**src/ceq_pkg.sv**
```systemverilog
// Shared types and constants of the calendar event queue.
package ceq_pkg;

  typedef enum logic [1:0] {
    KIND_INSERT = 2'd0,
    KIND_REMOVE = 2'd1,
    KIND_POP    = 2'd2,
    KIND_NONE   = 2'd3
  } kind_t;

  typedef enum logic [1:0] {
    ST_OK        = 2'd0,
    ST_FULL      = 2'd1,
    ST_NOT_FOUND = 2'd2,
    ST_EMPTY     = 2'd3
  } status_t;

  // Register indexes, decoded from paddr[2].
  localparam logic REG_IDX_WIDTH = 1'b0;
  localparam logic REG_IDX_COUNT = 1'b1;

  localparam int unsigned FRAME_W       = 32;
  localparam int unsigned TAG_W         = 16;
  localparam int unsigned AGE_W         = 16;
  localparam int unsigned DIVIDEND_W    = 32;
  localparam int unsigned DIV_STEP_BITS = 8;
  localparam int unsigned DIV_STEPS     = DIVIDEND_W / DIV_STEP_BITS;
  localparam int unsigned DIV_CNT_W     = 2;

endpackage

```
**src/ceq_rem.sv**
```systemverilog
// Multi-cycle remainder unit: a 32-bit dividend modulo a narrow divisor, 8 bits a cycle.
module ceq_rem #(
  parameter int unsigned DIVISOR_W = 9
) (
  input  logic                             clk,
  input  logic                             rst_n,
  input  logic                             start,
  input  logic [ceq_pkg::DIVIDEND_W-1:0]   dividend,
  input  logic [DIVISOR_W-1:0]             divisor,
  output logic                             done,
  output logic [DIVISOR_W-1:0]             remainder
);

  localparam int unsigned DW = ceq_pkg::DIVIDEND_W;
  localparam int unsigned SB = ceq_pkg::DIV_STEP_BITS;
  localparam int unsigned CNTW = ceq_pkg::DIV_CNT_W;

  logic                 running_r;
  logic                 done_r;
  logic [DW-1:0]        dvd_r;
  logic [DIVISOR_W-1:0] rem_r;
  logic [CNTW-1:0]      step_r;
  logic [DIVISOR_W-1:0] rem_nxt;
  logic [DIVISOR_W:0]   trial;
  logic                 last_step;

  // Restoring remainder: the partial remainder stays below the divisor.
  always_comb begin
    rem_nxt = rem_r;
    trial   = '0;
    for (int k = 0; k < SB; k++) begin
      trial = {rem_nxt, dvd_r[DW-1-k]};
      if (trial >= {1'b0, divisor}) begin
        trial = trial - {1'b0, divisor};
      end
      rem_nxt = trial[DIVISOR_W-1:0];
    end
  end

  assign last_step = (step_r == CNTW'(ceq_pkg::DIV_STEPS - 1));

  always_ff @(posedge clk) begin
    if (!rst_n) begin
      running_r <= 1'b0;
      done_r    <= 1'b0;
      step_r    <= '0;
    end else begin
      done_r <= !start && running_r && last_step;
      if (start) begin
        running_r <= 1'b1;
        dvd_r     <= dividend;
        rem_r     <= '0;
        step_r    <= '0;
      end else if (running_r) begin
        rem_r  <= rem_nxt;
        dvd_r  <= dvd_r << SB;
        step_r <= step_r + CNTW'(1);
        if (last_step) begin
          running_r <= 1'b0;
        end
      end
    end
  end

  assign done      = done_r;
  assign remainder = rem_r;

endmodule

```
**config.mk**
```make
export PLATFORM = sky130hd
export DESIGN_NAME = ceq_rem
export DESIGN_NICKNAME = d
export VERILOG_FILES = /design/src/ceq_pkg.sv /design/src/ceq_rem.sv
export SDC_FILE = /design/constraint.sdc
export NUM_CORES = 1
export LEC_CHECK = 0
export ABC_AREA = 1
export BUFFER_PORTS_ARGS = -buffer_cell sky130_fd_sc_hd__clkbuf_2
export CORE_ASPECT_RATIO = 0.7
export CORE_MARGIN = 2
export CORE_UTILIZATION = 62
export CTS_CLUSTER_DIAMETER = 100
export DETAILED_ROUTE_END_ITERATION = 6
export PLACE_DENSITY = 0.83
export SYNTH_ARGS = -nofsm -noshare
export SYNTH_HDL_FRONTEND = slang
export SYNTH_SLANG_ARGS = --single-unit
```
**constraint.sdc**
```tcl
create_clock -name clk -period 16.7 [get_ports clk]
set_input_delay 1.67 -clock clk [delete_from_list [all_inputs] [get_ports clk]]
set_output_delay 1.67 -clock clk [all_outputs]
set_load 0.01 [all_outputs]
```
==> impl_metrics.tcl <==
set metrics [dict create \
    syn2layout_area_growth_pct 10.2 \
    setup_slack_ps 1160 \
    hpwlAfterDp_um 12300 \
    met2_wirelength_um 6460 \
    synth.distinct_cells 41 \
    number_of_antenna_violations_at_the_first_check_in_global_routing 0 \
    maxClockFrequency_mhz 64.3 \
    post_route_cells_drive_above_1_share_pct 14.4 \
    boundaryPins 54 \
    syn_avg_cell_area_um2 7.05 \
    mappedNetlistArea_um2 6140 \
    final-seq-area_um2 1310 \
    cts_tree "done" \
    first_iter_violations 588 \
    drv_slew 0 \
    length_in_cells_of_the_worst_reg_to_reg_path 87 \
    holdCritPathClass "reg2reg" \
    nFillCells 774 \
    cp_data_required_time_ps 16810 \
    worst_hold_slack_ps 484 \
    critical_path_top_delay_cell "fa_1" \
    placement.setup.worst_slack_ps 55.3 \
    worst_slew_margin_rel_pct 29.5 \
    number_of_detailed_route_iterations_in_the_first_pass 6 \
    drc 0 \
    synthesis.yosys.warnings 0 \
    worst-endpoint-arrival_ps 15650 \
    syn_nets 996 \
    clk_pin_slew_ps 60 \
    ant_nets 0 \
    synth_top_area_cell "edfxtp_1" \
    top_signal_layer_used "met4" \
    fp.coreArea_um2 9650 \
    grt_max_degree 43 \
    worstPathMaxFanout 14 \
    synth_flop_cell "edfxtp_1" \
    worstSetupEndpointType "flop" \
    final_min_period_over_clock_period_pct 93.1 \
    worst_skew_pair.late_latency_ps 280 \
    grt_use_total_pct 30.0 \
    finish.cell_count_without_fillers 1056 \
    synth_top_cell_area_share_pct 20.1 \
    ant_diodes 0 \
    max_cap_viols 0 \
    initial_standard_cell_utilization_of_the_core_pct 63.6 \
    cts_buf_count 5 \
    global_route_wire_length_before_repair_um 25100 \
    layout_commonest_cell "nand2_1" \
    synthTopCellsByArea "edfxtp_1 20%, nand2_1 17%, ha_1 15%, inv_1 7.6%, nand3_1 4.5%" \
    synth_edf_count 41 \
    crit_start "divisor[0]" \
    worstReg2RegStart "dvd_r[31]$_DFFE_PP_" \
    post_synth_inst_count 871 \
    crit_top_cell "nand2_1" \
    routedWlPerCell_um 14.7 \
    reg2reg_to "remainder[5]$_SDFFCE_PP0P_" \
    number_of_global_route_vias_before_repair 5128 \
    postSynthRegisterBits 45 \
    path_depth 87 \
    number_of_cells_in_the_design_after_placement 1047 \
    setup.worst_path.class "in2reg" \
    status "finished, final reports clean" \
    worst-r2r-setup-slack_ps 2400 \
    critical_path.startpoint_type "primary input" \
    postLayoutCoreUtil_pct 70.1 \
    place.port_buffers 53 \
    finalClockSkew_ps 7.59 \
    fin_nets 1052 \
    max_slew.worst_pin.slew_ps 1060 \
    critPathCapture "remainder[5]$_SDFFCE_PP0P_" \
    wl_met3_um 1260 \
    critical_path.top_delay_family "compound AO/OA/AOI/OAI gates" \
    max_stage_delay_ps 450 \
    detail_route.wirelength_um 15600 \
    met1Wirelength_um 7450 \
    vias_per_cell 5.55 \
    async_flop_share_pct 0 \
    clock_path_buffers 2 \
    clock-root-buffer "clkbuf_16" \
    dieHeight_um 87.2 \
    gp_routability_congestion 0.986 \
    ctsHtreeMaxLevel 2 \
    post_cts_hold_buffer_count 0 \
    layout_common_cells "277 x nand2_1, 124 x inv_1, 73 x ha_1" \
    die_area_um2 10700 \
    vias 5860 \
    die_span_x_um 123 \
    tritoncts_sinks 45 \
    multi_input_comb_area_um2 4320 \
    final_hold_viol_count 0 \
    register_area_share_after_synthesis_pct 21.4 \
    timing.final.setup_violations 0 \
    min_period_ps 15540 \
    cp.buffers_inverters 14 \
    rows 30 \
    globalRouteOverflowTotal 0 \
]
worst min path at each step:
stage / start / end / slack [ps] / cells after the start
after floorplan: step_r[1]$_SDFFE_PP0P_ / step_r[1]$_SDFFE_PP0P_ / 440 / 2
after global routing: step_r[1]$_SDFFE_PP0P_ / step_r[1]$_SDFFE_PP0P_ / 520 / 2
final: step_r[1]$_SDFFE_PP0P_ / step_r[1]$_SDFFE_PP0P_ / 480 / 2
after global placement: step_r[1]$_SDFFE_PP0P_ / step_r[1]$_SDFFE_PP0P_ / 460 / 2
after detailed placement: step_r[1]$_SDFFE_PP0P_ / step_r[1]$_SDFFE_PP0P_ / 470 / 2
after CTS: step_r[1]$_SDFFE_PP0P_ / step_r[1]$_SDFFE_PP0P_ / 480 / 2
worst reg2reg max path, delay by kind of cell (launching register included):
kind	cells	cell delay, ps
flip-flops	1	360
AO/OA/AOI/OAI	24	4800
AND/OR/NAND/NOR	40	4350
adder cells (fa/ha/maj)	9	3250
buffers and inverters	14	1340
cells by family after synthesis:
logic type | share of synthesized area, %
AO/OA/AOI/OAI | 10.9
XOR/XNOR | 7.42
adder cells (fa/ha/maj) | 17.5
buffers and inverters | 9.32
flip-flops | 21.4
AND/OR/NAND/NOR | 33.5
cell type report:
type                       instances  area share (%)
clock buffer                       6            1.90
clock inverter                     2           0.573
inverter                         127            7.05
multi-input combinational        686            63.8
sequential                        45            19.4
tap                              128            2.37
timing repair buffer              62            4.92
registers in the layout, summed over array words and instances (netlist names):
| signal | flops |
|---|---|
| dvd_r | 32 |
| remainder | 9 |
| running_r | 1 |
| step_r | 2 |
| done | 1 |
repair_timing:
item,in CTS,in global routing
buffers inserted,0,1
endpoints found under the setup margin,0,9
gates resized for setup,0,12
per-layer routing:
layer / track usage (%) / vias up
li1: - / 2966
met4: 7.42 / 0
met3: 5.43 / 33
met2: 44.6 / 241
met5: 0 / -
met1: 44.9 / 2620
synthesized netlist by cell type (2+ instances only):
master    count
nand2_1     277
inv_1       124
ha_1         73
nand3_1      55
a21oi_1      47
nor2_1       44
edfxtp_1     41
xor2_1       30
o21ai_0      22
xnor2_1      22
nand2_2      13
nand4_1      10
fa_1          8
o21ai_1       8
nand3_2       7
nand3_4       7
nor3_1        7
o21bai_1      7
buf_6         6
clkbuf_1      6
nor2_4        6
o211ai_1      6
nor2_2        5
o21ai_2       5
dfxtp_1       4
nand2_4       4
a31oi_1       3
inv_2         3
o21a_1        3
a21o_1        2
a21oi_2       2
a21oi_4       2
a221oi_1      2
nand3b_1      2
or2_2         2
stage by stage:
| stage | cell area [um^2] | setup TNS, ps |
|---|---|---|
| finish | 6770 | 0 |
| global route | 6770 | -68.7 |
| global placement | 6540 | 0 |
| detailed placement | 6540 | 0 |
| floorplan | 6140 | 0 |
| CTS | 6710 | 0 |
Power is not shown: default switching activity piles up to over one toggle a cycle in this logic, so the estimate is an artifact.
